<file path="src/design/urbc_pkg.sv">
// ---------------------------------------------------------------------------
// urbc_pkg
// Shared types and constants of the ultrasonic range blink controller.
// ---------------------------------------------------------------------------
package urbc_pkg;

    // register index of the configuration port
    localparam int CFG_IDX_BITS = 3;
    localparam int CFG_DATA_BITS = 18;

    localparam logic [CFG_IDX_BITS-1:0] REG_NEAR_LIMIT = 3'd0;
    localparam logic [CFG_IDX_BITS-1:0] REG_MID_LIMIT  = 3'd1;
    localparam logic [CFG_IDX_BITS-1:0] REG_FAR_LIMIT  = 3'd2;
    localparam logic [CFG_IDX_BITS-1:0] REG_NEAR_HALF  = 3'd3;
    localparam logic [CFG_IDX_BITS-1:0] REG_MID_HALF   = 3'd4;
    localparam logic [CFG_IDX_BITS-1:0] REG_FAR_HALF   = 3'd5;
    localparam logic [CFG_IDX_BITS-1:0] REG_PULSE      = 3'd6;

    // reset values of the registers
    localparam logic [15:0] NEAR_LIMIT_RST = 16'd300;
    localparam logic [15:0] MID_LIMIT_RST  = 16'd500;
    localparam logic [15:0] FAR_LIMIT_RST  = 16'd700;
    localparam logic [17:0] NEAR_HALF_RST  = 18'd12500;
    localparam logic [17:0] MID_HALF_RST   = 18'd25000;
    localparam logic [17:0] FAR_HALF_RST   = 18'd250000;
    localparam logic [7:0]  PULSE_RST      = 8'd3;

    // number of blinks per measurement below the far limit
    localparam logic [2:0] BLINK_COUNT = 3'd5;

    // distance = ticks * 4 / 2 * 340 / 1000 = floor(ticks * 17 / 25)
    localparam int DIST_NUM = 17;
    localparam int DIST_DEN = 25;
    localparam int REM_BITS = $clog2(DIST_DEN);

    typedef enum logic [2:0] {
        PH_TRIG_LOW  = 3'd0,
        PH_TRIG_HIGH = 3'd1,
        PH_WAIT_RISE = 3'd2,
        PH_COUNT     = 3'd3,
        PH_BLINK_ON  = 3'd4,
        PH_BLINK_OFF = 3'd5
    } phase_t;

    typedef struct packed {
        logic [15:0] near_limit_mm;
        logic [15:0] mid_limit_mm;
        logic [15:0] far_limit_mm;
        logic [17:0] near_half_period_ticks;
        logic [17:0] mid_half_period_ticks;
        logic [17:0] far_half_period_ticks;
        logic [7:0]  pulse_ticks;
    } cfg_t;

    typedef struct packed {
        logic        trigger_level;
        logic        led_on;
        logic [15:0] distance_mm;
        logic        distance_valid;
    } result_t;

endpackage

</file>
<file path="src/design/urbc_seq.sv">
// ---------------------------------------------------------------------------
// urbc_seq
// Measurement and blink sequencer: one step per accepted tick.
// ---------------------------------------------------------------------------
module urbc_seq
    import urbc_pkg::*;
#(
    parameter int ECHO_COUNT_BITS = 16
)
(
    input  logic    clk,
    input  logic    rst_n,
    input  logic    advance,
    input  logic    echo_level,
    input  cfg_t    cfg,
    output result_t res
);

    localparam logic [ECHO_COUNT_BITS-1:0] COUNT_MAX = '1;
    localparam logic [REM_BITS:0] NUM_W = (REM_BITS+1)'(DIST_NUM);
    localparam logic [REM_BITS:0] DEN_W = (REM_BITS+1)'(DIST_DEN);

    phase_t                     phase_reg, phase_next;
    logic [17:0]                phase_ticks_reg, phase_ticks_next;
    logic [ECHO_COUNT_BITS-1:0] echo_ticks_reg, echo_ticks_next;
    logic [ECHO_COUNT_BITS-1:0] quot_reg, quot_next;
    logic [REM_BITS-1:0]        rem_reg, rem_next;
    logic [2:0]                 blinks_left_reg, blinks_left_next;
    logic [17:0]                half_period_reg, half_period_next;
    logic                       led_level_reg, led_level_next;
    logic [15:0]                last_distance_reg, last_distance_next;

    logic [17:0]   ticks_inc;
    logic          pulse_done;
    logic          half_done;
    logic [REM_BITS:0] rem_sum;
    logic [31:0]   quot_ext;
    logic [15:0]   dist_sat;
    logic [2:0]    blinks_dec;
    logic          trig;
    logic          valid;

    // phase timer end conditions, a zero length acts as one
    assign ticks_inc  = phase_ticks_reg + 18'd1;
    assign pulse_done = (ticks_inc >= 18'(cfg.pulse_ticks)) || (ticks_inc == 18'd0);
    assign half_done  = (ticks_inc >= half_period_reg) || (ticks_inc == 18'd0);

    // running quotient and remainder of ticks * 17 / 25
    assign rem_sum  = {1'b0, rem_reg} + NUM_W;
    assign quot_ext = 32'(quot_reg);
    assign dist_sat = (quot_ext > 32'h0000_FFFF) ? 16'hFFFF : quot_ext[15:0];

    assign blinks_dec = (blinks_left_reg == 3'd0) ? 3'd0 : blinks_left_reg - 3'd1;

    // next state
    always_comb
    begin
        phase_next         = phase_reg;
        phase_ticks_next   = phase_ticks_reg;
        echo_ticks_next    = echo_ticks_reg;
        quot_next          = quot_reg;
        rem_next           = rem_reg;
        blinks_left_next   = blinks_left_reg;
        half_period_next   = half_period_reg;
        led_level_next     = led_level_reg;
        last_distance_next = last_distance_reg;
        trig               = 1'b0;
        valid              = 1'b0;
        unique case (phase_reg)
            PH_TRIG_HIGH:
            begin
                if (pulse_done)
                begin
                    phase_next       = PH_WAIT_RISE;
                    phase_ticks_next = 18'd0;
                end
                else
                begin
                    phase_ticks_next = ticks_inc;
                    trig             = 1'b1;
                end
            end
            PH_WAIT_RISE:
            begin
                if (echo_level)
                begin
                    echo_ticks_next  = ECHO_COUNT_BITS'(1);
                    quot_next        = '0;
                    rem_next         = REM_BITS'(DIST_NUM);
                    phase_next       = PH_COUNT;
                    phase_ticks_next = 18'd0;
                end
            end
            PH_COUNT:
            begin
                if (echo_level)
                begin
                    if (echo_ticks_reg < COUNT_MAX)
                    begin
                        echo_ticks_next = echo_ticks_reg + ECHO_COUNT_BITS'(1);
                        if (rem_sum >= DEN_W)
                        begin
                            rem_next  = REM_BITS'(rem_sum - DEN_W);
                            quot_next = quot_reg + ECHO_COUNT_BITS'(1);
                        end
                        else
                        begin
                            rem_next = rem_sum[REM_BITS-1:0];
                        end
                    end
                end
                else
                begin
                    last_distance_next = dist_sat;
                    valid              = 1'b1;
                    phase_ticks_next   = 18'd0;
                    priority if (dist_sat < cfg.near_limit_mm)
                        half_period_next = cfg.near_half_period_ticks;
                    else if (dist_sat < cfg.mid_limit_mm)
                        half_period_next = cfg.mid_half_period_ticks;
                    else if (dist_sat < cfg.far_limit_mm)
                        half_period_next = cfg.far_half_period_ticks;
                    else
                        half_period_next = 18'd0;
                    if (dist_sat < cfg.far_limit_mm)
                    begin
                        blinks_left_next = BLINK_COUNT;
                        led_level_next   = 1'b1;
                        phase_next       = PH_BLINK_ON;
                    end
                    else
                    begin
                        led_level_next = 1'b0;
                        phase_next     = PH_TRIG_LOW;
                    end
                end
            end
            PH_BLINK_ON:
            begin
                if (half_done)
                begin
                    led_level_next   = 1'b0;
                    phase_next       = PH_BLINK_OFF;
                    phase_ticks_next = 18'd0;
                end
                else
                begin
                    phase_ticks_next = ticks_inc;
                end
            end
            PH_BLINK_OFF:
            begin
                if (half_done)
                begin
                    blinks_left_next = blinks_dec;
                    phase_ticks_next = 18'd0;
                    if (blinks_dec == 3'd0)
                    begin
                        phase_next = PH_TRIG_LOW;
                    end
                    else
                    begin
                        led_level_next = 1'b1;
                        phase_next     = PH_BLINK_ON;
                    end
                end
                else
                begin
                    phase_ticks_next = ticks_inc;
                end
            end
            default:
            begin
                // trigger low phase, also taken by unused codes
                phase_next = PH_TRIG_LOW;
                if (pulse_done)
                begin
                    phase_next       = PH_TRIG_HIGH;
                    phase_ticks_next = 18'd0;
                    trig             = 1'b1;
                end
                else
                begin
                    phase_ticks_next = ticks_inc;
                end
            end
        endcase
    end

    // result of this tick, levels after the update
    always_comb
    begin
        res.trigger_level  = trig;
        res.led_on         = led_level_next;
        res.distance_mm    = last_distance_next;
        res.distance_valid = valid;
    end

    // state registers
    always_ff @(posedge clk or negedge rst_n)
    begin
        if (!rst_n)
        begin
            phase_reg         <= PH_TRIG_LOW;
            phase_ticks_reg   <= '0;
            echo_ticks_reg    <= '0;
            quot_reg          <= '0;
            rem_reg           <= '0;
            blinks_left_reg   <= '0;
            half_period_reg   <= '0;
            led_level_reg     <= 1'b0;
            last_distance_reg <= '0;
        end
        else if (advance)
        begin
            phase_reg         <= phase_next;
            phase_ticks_reg   <= phase_ticks_next;
            echo_ticks_reg    <= echo_ticks_next;
            quot_reg          <= quot_next;
            rem_reg           <= rem_next;
            blinks_left_reg   <= blinks_left_next;
            half_period_reg   <= half_period_next;
            led_level_reg     <= led_level_next;
            last_distance_reg <= last_distance_next;
        end
    end

    // remainder of the running division stays below the divisor
    a_rem_range: assert property (@(posedge clk) disable iff (!rst_n)
        32'(rem_reg) < DIST_DEN)
        else $error("distance remainder out of range");

    // a new distance only comes out of the counting phase on a low echo
    a_valid_src: assert property (@(posedge clk) disable iff (!rst_n)
        advance && res.distance_valid |-> phase_reg == PH_COUNT && !echo_level)
        else $error("distance flagged outside count phase");

    // a blink on phase always has at least one blink left
    a_blinks_left: assert property (@(posedge clk) disable iff (!rst_n)
        phase_reg == PH_BLINK_ON |-> blinks_left_reg != 3'd0)
        else $error("blink on phase with no blinks left");

    // the distance changes only on a tick that flags it
    a_dist_hold: assert property (@(posedge clk) disable iff (!rst_n)
        advance && !res.distance_valid |-> res.distance_mm == last_distance_reg)
        else $error("distance changed without valid flag");

endmodule

</file>
<file path="src/design/ultrasonic_range_blink_controller_unit.sv">
// ---------------------------------------------------------------------------
// ultrasonic_range_blink_controller_unit
// Ultrasonic rangefinder sequencer with distance coded LED blinking.
// ---------------------------------------------------------------------------
// Usage:
//  - s_* carries one word per 4 us tick; s_tdata[0] is the sampled echo pin.
//  - m_* returns one word per tick: trigger level, LED level and the last
//    distance in mm; m_tuser[0] is high on the tick a new distance is made.
//  - cfg_we/cfg_index/cfg_wdata write limits, half periods and pulse length;
//    write only while no tick is in flight. Unknown indexes are ignored.
// Throughput:
//  - one tick per cycle unless the output stalls; a tick's result is registered
//    in the cycle after it is taken. The tick's whole step (phase timer compare,
//    running distance quotient, limit compares) is one combinational pass.
// Stalls:
//  - while m_tready is low and a word is held, s_tready drops; no word is lost
//    and the sequencer does not advance.
// Reset:
//  - rst_n clears the sequencer to the trigger low phase with LED off and
//    distance zero, loads the default registers and empties the output.
// ---------------------------------------------------------------------------
module ultrasonic_range_blink_controller_unit
    import urbc_pkg::*;
#(
    parameter int ECHO_COUNT_BITS = 16
)
(
    input  logic                     clk,
    input  logic                     rst_n,
    // tick input
    input  logic                     s_tvalid,
    output logic                     s_tready,
    input  logic [7:0]               s_tdata,   // [0] echo_level, [7:1] zero
    // result output
    output logic                     m_tvalid,
    input  logic                     m_tready,
    output logic [23:0]              m_tdata,   // [0] trigger_level, [1] led_on,
                                                // [17:2] distance_mm, [23:18] zero
    output logic [0:0]               m_tuser,   // [0] distance_valid
    // configuration write port
    input  logic                     cfg_we,
    input  logic [CFG_IDX_BITS-1:0]  cfg_index,
    input  logic [CFG_DATA_BITS-1:0] cfg_wdata
);

    cfg_t    cfg_reg;
    result_t step_res;
    result_t out_reg;
    logic    out_valid_reg;
    logic    advance;

    // take a tick whenever the output slot is free or being emptied
    assign s_tready = !out_valid_reg || m_tready;
    assign advance  = s_tvalid && s_tready;

    // configuration registers
    always_ff @(posedge clk or negedge rst_n)
    begin
        if (!rst_n)
        begin
            cfg_reg.near_limit_mm          <= NEAR_LIMIT_RST;
            cfg_reg.mid_limit_mm           <= MID_LIMIT_RST;
            cfg_reg.far_limit_mm           <= FAR_LIMIT_RST;
            cfg_reg.near_half_period_ticks <= NEAR_HALF_RST;
            cfg_reg.mid_half_period_ticks  <= MID_HALF_RST;
            cfg_reg.far_half_period_ticks  <= FAR_HALF_RST;
            cfg_reg.pulse_ticks            <= PULSE_RST;
        end
        else if (cfg_we)
        begin
            unique case (cfg_index)
                REG_NEAR_LIMIT: cfg_reg.near_limit_mm          <= cfg_wdata[15:0];
                REG_MID_LIMIT:  cfg_reg.mid_limit_mm           <= cfg_wdata[15:0];
                REG_FAR_LIMIT:  cfg_reg.far_limit_mm           <= cfg_wdata[15:0];
                REG_NEAR_HALF:  cfg_reg.near_half_period_ticks <= cfg_wdata;
                REG_MID_HALF:   cfg_reg.mid_half_period_ticks  <= cfg_wdata;
                REG_FAR_HALF:   cfg_reg.far_half_period_ticks  <= cfg_wdata;
                REG_PULSE:      cfg_reg.pulse_ticks            <= cfg_wdata[7:0];
                default:        ;
            endcase
        end
    end

    // sequencer
    urbc_seq #(
        .ECHO_COUNT_BITS(ECHO_COUNT_BITS)
    ) u_seq (
        .clk        (clk),
        .rst_n      (rst_n),
        .advance    (advance),
        .echo_level (s_tdata[0]),
        .cfg        (cfg_reg),
        .res        (step_res)
    );

    // output valid
    always_ff @(posedge clk or negedge rst_n)
    begin
        if (!rst_n)
        begin
            out_valid_reg <= 1'b0;
        end
        else if (s_tready)
        begin
            out_valid_reg <= s_tvalid;
        end
    end

    // output word
    always_ff @(posedge clk)
    begin
        if (advance)
        begin
            out_reg <= step_res;
        end
    end

    assign m_tvalid   = out_valid_reg;
    assign m_tdata    = {6'd0, out_reg.distance_mm, out_reg.led_on, out_reg.trigger_level};
    assign m_tuser[0] = out_reg.distance_valid;

endmodule
</file>
<file path="config.mk">
export PLATFORM = sky130hd
export DESIGN_NAME = ultrasonic_range_blink_controller_unit
export DESIGN_NICKNAME = d
export VERILOG_FILES = /design/src/design/urbc_pkg.sv /design/src/design/urbc_seq.sv /design/src/design/ultrasonic_range_blink_controller_unit.sv
export SDC_FILE = /design/constraint.sdc
export NUM_CORES = 1
export LEC_CHECK = 0
export ABC_AREA = 1
export BUFFER_PORTS_ARGS = -buffer_cell sky130_fd_sc_hd__buf_2
export CAP_MARGIN = 0
export CORE_AREA = 2 2 146 148
export DETAILED_ROUTE_END_ITERATION = 8
export DIE_AREA = 0 0 148 150
export GPL_TIMING_DRIVEN = 0
export PLACE_DENSITY = 0.77
export SLEW_MARGIN = 20
export SYNTH_ARGS = -nofsm -noshare
export SYNTH_HDL_FRONTEND = slang
export SYNTH_SLANG_ARGS = --single-unit
</file>
<file path="constraint.sdc">
create_clock -name clk -period 6.5 [get_ports clk]
set_clock_uncertainty 0.05 [all_clocks]
set_input_delay 0.325 -clock clk [delete_from_list [all_inputs] [get_ports clk]]
set_output_delay 0.325 -clock clk [all_outputs]
set_load 0.05 [all_outputs]
</file>
==> impl_metrics.xml <==
<?xml version="1.0" encoding="UTF-8"?>
<metrics>
  <group name="worst_setup_path">
    <metric name="worstPathRequired" unit="ns">6.84</metric>
    <metric name="setup.worst_path.end_class" unit="">flop</metric>
    <metric name="cp.buffers_inverters" unit="">3</metric>
    <metric name="crit_path_cell_trace" unit="">ha_1 &gt; nand2_1 &gt; nor2_2 &gt; nand2_1 &gt; o21ai_1 &gt; inv_1 &gt; ha_1 &gt; nand2_1 &gt; nor2_1 &gt; nand3_1 &gt; nand3_1 &gt; nand2_1 &gt; nand3_1 &gt; nand2_1 &gt; nand2_1 &gt; nand2_1 &gt; nand3_1 &gt; inv_1 &gt; nand2_2 &gt; nand2_4 &gt; nand2_4 &gt; buf_6 &gt; o22ai_2</metric>
    <metric name="cp_num_cells" unit="">23</metric>
    <metric name="critPathMostFrequentCell" unit="">sky130_fd_sc_hd__nand2_1</metric>
    <metric name="arrival" unit="ns">3.95</metric>
    <metric name="crit_fanout" unit="">10</metric>
    <metric name="worst-setup-path-type" unit="">reg -&gt; reg</metric>
    <metric name="startpoint_type" unit="">flop</metric>
    <metric name="critical-path-top-delay-family" unit="">simple AND/OR/NAND/NOR gates</metric>
    <metric name="critPathMaxStageDelay" unit="ns">0.59</metric>
    <metric name="crit_slowest_cell" unit="">sky130_fd_sc_hd__dfrtp_1</metric>
    <metric name="timing.reg2reg.worst_path_depth" unit="">23</metric>
  </group>
  <group name="sta">
    <metric name="achievable-frequency" unit="MHz">277</metric>
    <metric name="timing.max_slew.rel_slack" unit="%">41.8</metric>
    <metric name="worstMarginPinSlew" unit="ns">0.872</metric>
    <metric name="setup_viol" unit="">0</metric>
    <metric name="grt_setup_unrepaired" unit="">no</metric>
    <metric name="slew_violations" unit="">0</metric>
    <metric name="hold-worst-slack" unit="ns">0.0330</metric>
    <metric name="hold_viol_final" unit="">0</metric>
    <metric name="timing.final.ws_setup" unit="ns">2.89</metric>
    <metric name="finalWorstPathRequiredPeriod" unit="ns">3.61</metric>
    <metric name="setup_total_negative_slack" unit="ns">0</metric>
    <metric name="finalCritPeriodShare" unit="%">55.6</metric>
  </group>
  <group name="drt">
    <metric name="routed_via_density" unit="">5.53</metric>
    <metric name="totalWireLength" unit="mm">29.8</metric>
    <metric name="post-route-drc-count" unit="">0</metric>
    <metric name="mean_routed_wirelength_per_cell" unit="microns">15.9</metric>
    <metric name="ant_nets" unit="">0</metric>
    <metric name="detailedRoute.firstIterationViolations" unit="">734</metric>
    <metric name="drt-pass1-iter-count" unit="">6</metric>
    <metric name="routed-via-count" unit="">10400</metric>
  </group>
  <group name="flow_run">
    <metric name="max_cap_violations" unit="">0</metric>
  </group>
  <group name="clocking">
    <metric name="cts.clk_slew.worst_paths" unit="ns">0.06</metric>
    <metric name="clk_path_buf_depth" unit="">3</metric>
    <metric name="clkSinkCount" unit="">226</metric>
    <metric name="clk-insertion-delay-late" unit="ns">0.53</metric>
    <metric name="clockRootBuffer" unit="">sky130_fd_sc_hd__clkbuf_16</metric>
    <metric name="ctsHtreeMaxLevel" unit="">1</metric>
    <metric name="number_of_buffers_created_by_cts" unit="">25</metric>
    <metric name="cts_repair_resize_count" unit="">0</metric>
    <metric name="tritoncts_clock_tree" unit="">yes</metric>
  </group>
  <group name="status">
    <metric name="run_status" unit="">complete, no violations</metric>
  </group>
  <group name="placed_design">
    <metric name="post-dp-hpwl" unit="mm">21.4</metric>
    <metric name="place_ws" unit="ns">2.90</metric>
    <metric name="port_buffers" unit="">47</metric>
    <metric name="gp_congestion" unit="">0.904</metric>
  </group>
  <group name="logic_synthesis">
    <metric name="synthesis.area" unit="sq um">12200</metric>
    <metric name="yosys_warnings" unit="">0</metric>
    <metric name="fraction_of_the_yosys_area_taken_by_sequential_cells" unit="%">47.6</metric>
    <metric name="synth.avg_cell_area" unit="sq um">8.15</metric>
    <metric name="async_flop_share" unit="%">91.6</metric>
    <metric name="synth_most_common_cell" unit="">sky130_fd_sc_hd__nand2_1</metric>
    <metric name="synth_ff_type" unit="">sky130_fd_sc_hd__dfrtp_1</metric>
    <metric name="flops_latches_synth" unit="">226</metric>
    <metric name="synth-edff-count" unit="">19</metric>
    <metric name="synth.lib_cells_used.distinct" unit="">44</metric>
    <metric name="post_synth_inst_count" unit="">1495</metric>
    <metric name="synth_top_cells_by_area" unit="">sky130_fd_sc_hd__dfrtp_1 35%, sky130_fd_sc_hd__nand2_1 12%, sky130_fd_sc_hd__ha_1 8.0%</metric>
    <metric name="post-synth-top-area-fraction" unit="%">34.9</metric>
    <metric name="ys_top_cells_by_count" unit="">395 x sky130_fd_sc_hd__nand2_1, 208 x sky130_fd_sc_hd__inv_1, 184 x sky130_fd_sc_hd__o21ai_0</metric>
    <metric name="synthDominantAreaCellType" unit="">sky130_fd_sc_hd__dfrtp_1</metric>
  </group>
  <group name="worst_hold_path">
    <metric name="hold_path_cells" unit="">3</metric>
    <metric name="min-delay-path-class" unit="">in -&gt; reg</metric>
  </group>
  <group name="pwr">
    <metric name="net-switching-power" unit="mW">1.74</metric>
    <metric name="worst_ir_drop_vdd" unit="V">0.000202</metric>
    <metric name="cellLeakagePower" unit="nW">6.76</metric>
    <metric name="p_sw_share" unit="%">36.1</metric>
    <metric name="power_report.internal_total" unit="mW">3.09</metric>
    <metric name="p_seq_share" unit="%">42.4</metric>
    <metric name="cellPowerDensity" unit="nW/um^2">354</metric>
    <metric name="power_share_of_the_combinational_group" unit="%">29.2</metric>
    <metric name="clockPowerShare" unit="%">28.4</metric>
  </group>
  <group name="floorplanning">
    <metric name="die_wd" unit="microns">148</metric>
    <metric name="floorplan.io_pins" unit="">61</metric>
    <metric name="floorplan.rows" unit="">53</metric>
    <metric name="coreArea" unit="sq um">20700</metric>
    <metric name="die_h" unit="microns">150</metric>
    <metric name="floorplan.die_area" unit="sq um">22200</metric>
    <metric name="initial_utilization" unit="%">58.9</metric>
  </group>
  <group name="grt">
    <metric name="wire_length_of_the_first_global_routing_pass" unit="mm">49.4</metric>
    <metric name="total_global_route_track_usage" unit="%">27.7</metric>
    <metric name="vias_in_the_first_global_route" unit="">10000</metric>
    <metric name="global_route.overflow_total" unit="">0</metric>
    <metric name="largest_net_degree_at_the_start_of_global_routing" unit="">94</metric>
    <metric name="grt_antenna_before_repair" unit="">0</metric>
  </group>
  <group name="layout">
    <metric name="layout-area-overhead-vs-synth" unit="%">12.0</metric>
    <metric name="finish.net_count" unit="">1689</metric>
    <metric name="num_antenna_cells" unit="">0</metric>
    <metric name="flip_flop_count_of_the_largest_register_after_layout" unit="">110</metric>
    <metric name="layout-drive-gt1-share" unit="%">11.5</metric>
  </group>
</metrics>
[metrics by stage]
step	instance area, sq um	power, mW	instances	utilization, %
finish	13700	4.84	1871	66.0
global route	13700	5.17	1871	66.0
floorplan	12200	3.07	1500	-
global placement	12800	3.39	1822	61.8
CTS	13700	4.85	1871	66.0
detailed placement	12900	3.47	1824	62.1
[final timing paths]
path	startpoint	to	slack (ns)
worst max-delay path	u_seq.phase_ticks_reg[0]	u_seq.phase_ticks_reg[11]	2.89
worst min-delay path	cfg_wdata[16]	cfg_reg[24]	0.03
worst max register to register	u_seq.phase_ticks_reg[0]	u_seq.phase_ticks_reg[11]	2.89
worst min register to register	cfg_reg[59]	cfg_reg[59]	0.43
max in group asynchronous	rst_n	cfg_reg[102]	5.38
min in group asynchronous	rst_n	cfg_reg[16]	0.21
[final cells by class]
| type | count | area (sq um) |
|---|---|---|
| multi-input combinational | 1013 | 5400 |
| tap | 275 | 344 |
| clock inverter | 12 | 91.3 |
| clock buffer | 34 | 699 |
| inverter | 213 | 800 |
| fill | 1810 | 7040 |
| buffer | 48 | 211 |
| sequential | 226 | 5800 |
| timing repair buffer | 50 | 310 |
[cells by family (layout without fill, tap and decap cells)]
logic type / after synthesis / after routing / share of synthesized area, %
flops: 226 / 226 / 47.6
xor+xnor: 9 / 9 / 0.647
buf+inv: 261 / 357 / 8.29
other cells: 1 / 6 / 0.0308
compound gates: 289 / 289 / 13.1
fa+ha+maj: 78 / 78 / 8.01
simple gates: 631 / 631 / 22.4
[power by group through the flow]
stage / registers [mW] / logic, mW / clock network (mW)
floorplan: 2.08 / 0.985 / 0
global placement: 2.05 / 1.34 / 0
detailed placement: 2.07 / 1.41 / 0
CTS: 2.05 / 1.42 / 1.38
global route: 2.10 / 1.63 / 1.44
finish: 2.05 / 1.41 / 1.37
[layout by cell type, fill, tap and decap left out, types with 7 or more instances in the layout]
master	count
sky130_fd_sc_hd__nand2_2	7
sky130_fd_sc_hd__nand3b_1	7
sky130_fd_sc_hd__nand2_1	395
sky130_fd_sc_hd__nand3_1	79
sky130_fd_sc_hd__clkbuf_16	25
sky130_fd_sc_hd__nand4_1	17
sky130_fd_sc_hd__o31ai_1	9
sky130_fd_sc_hd__nor4_1	7
sky130_fd_sc_hd__inv_1	208
sky130_fd_sc_hd__buf_2	47
sky130_fd_sc_hd__dfrtp_1	170
sky130_fd_sc_hd__o211ai_1	10
sky130_fd_sc_hd__o22ai_2	10
sky130_fd_sc_hd__dfstp_2	37
sky130_fd_sc_hd__or2_2	12
sky130_fd_sc_hd__a21oi_1	62
sky130_fd_sc_hd__nor3_1	18
sky130_fd_sc_hd__nor2_2	8
sky130_fd_sc_hd__clkbuf_1	45
sky130_fd_sc_hd__edfxtp_1	19
sky130_fd_sc_hd__nor2_1	69
sky130_fd_sc_hd__xor2_1	7
sky130_fd_sc_hd__o21ai_0	184
sky130_fd_sc_hd__ha_1	78
[metal layers]
layer  vias to the layer above  share of wire (%)  wire length (microns)  GRT usage (%)
met5                         -                  0                      0              0
met4                         0                2.9                    853           7.67
met3                        66                6.0                   1800           4.45
met2                       293                 47                  13900           44.9
met1                      4957                 44                  13200           38.9
li1                       5036                  -                      -              -
[worst register-to-register path: stages, from the launching register on]
cell	delay, ns
sky130_fd_sc_hd__dfrtp_1	0.59
sky130_fd_sc_hd__ha_1	0.32
sky130_fd_sc_hd__nand2_1	0.11
sky130_fd_sc_hd__nor2_2	0.22
sky130_fd_sc_hd__nand2_1	0.11
sky130_fd_sc_hd__o21ai_1	0.30
sky130_fd_sc_hd__inv_1	0.09
sky130_fd_sc_hd__ha_1	0.28
sky130_fd_sc_hd__nand2_1	0.06
sky130_fd_sc_hd__nor2_1	0.14
sky130_fd_sc_hd__nand3_1	0.09
sky130_fd_sc_hd__nand3_1	0.09
sky130_fd_sc_hd__nand2_1	0.06
sky130_fd_sc_hd__nand3_1	0.06
sky130_fd_sc_hd__nand2_1	0.05
sky130_fd_sc_hd__nand2_1	0.06
sky130_fd_sc_hd__nand2_1	0.05
sky130_fd_sc_hd__nand3_1	0.11
sky130_fd_sc_hd__inv_1	0.10
sky130_fd_sc_hd__nand2_2	0.09
sky130_fd_sc_hd__nand2_4	0.09
sky130_fd_sc_hd__nand2_4	0.09
sky130_fd_sc_hd__buf_6	0.18
sky130_fd_sc_hd__o22ai_2	0.08
[repair_timing]
item | CTS | global route
hold buffers | 1 | 0
setup buffers | 0 | 0
setup endpoints to repair | 0 | 0
endpoints found under the hold margin | 38 | 0
Power figures use the tool's default switching activity.
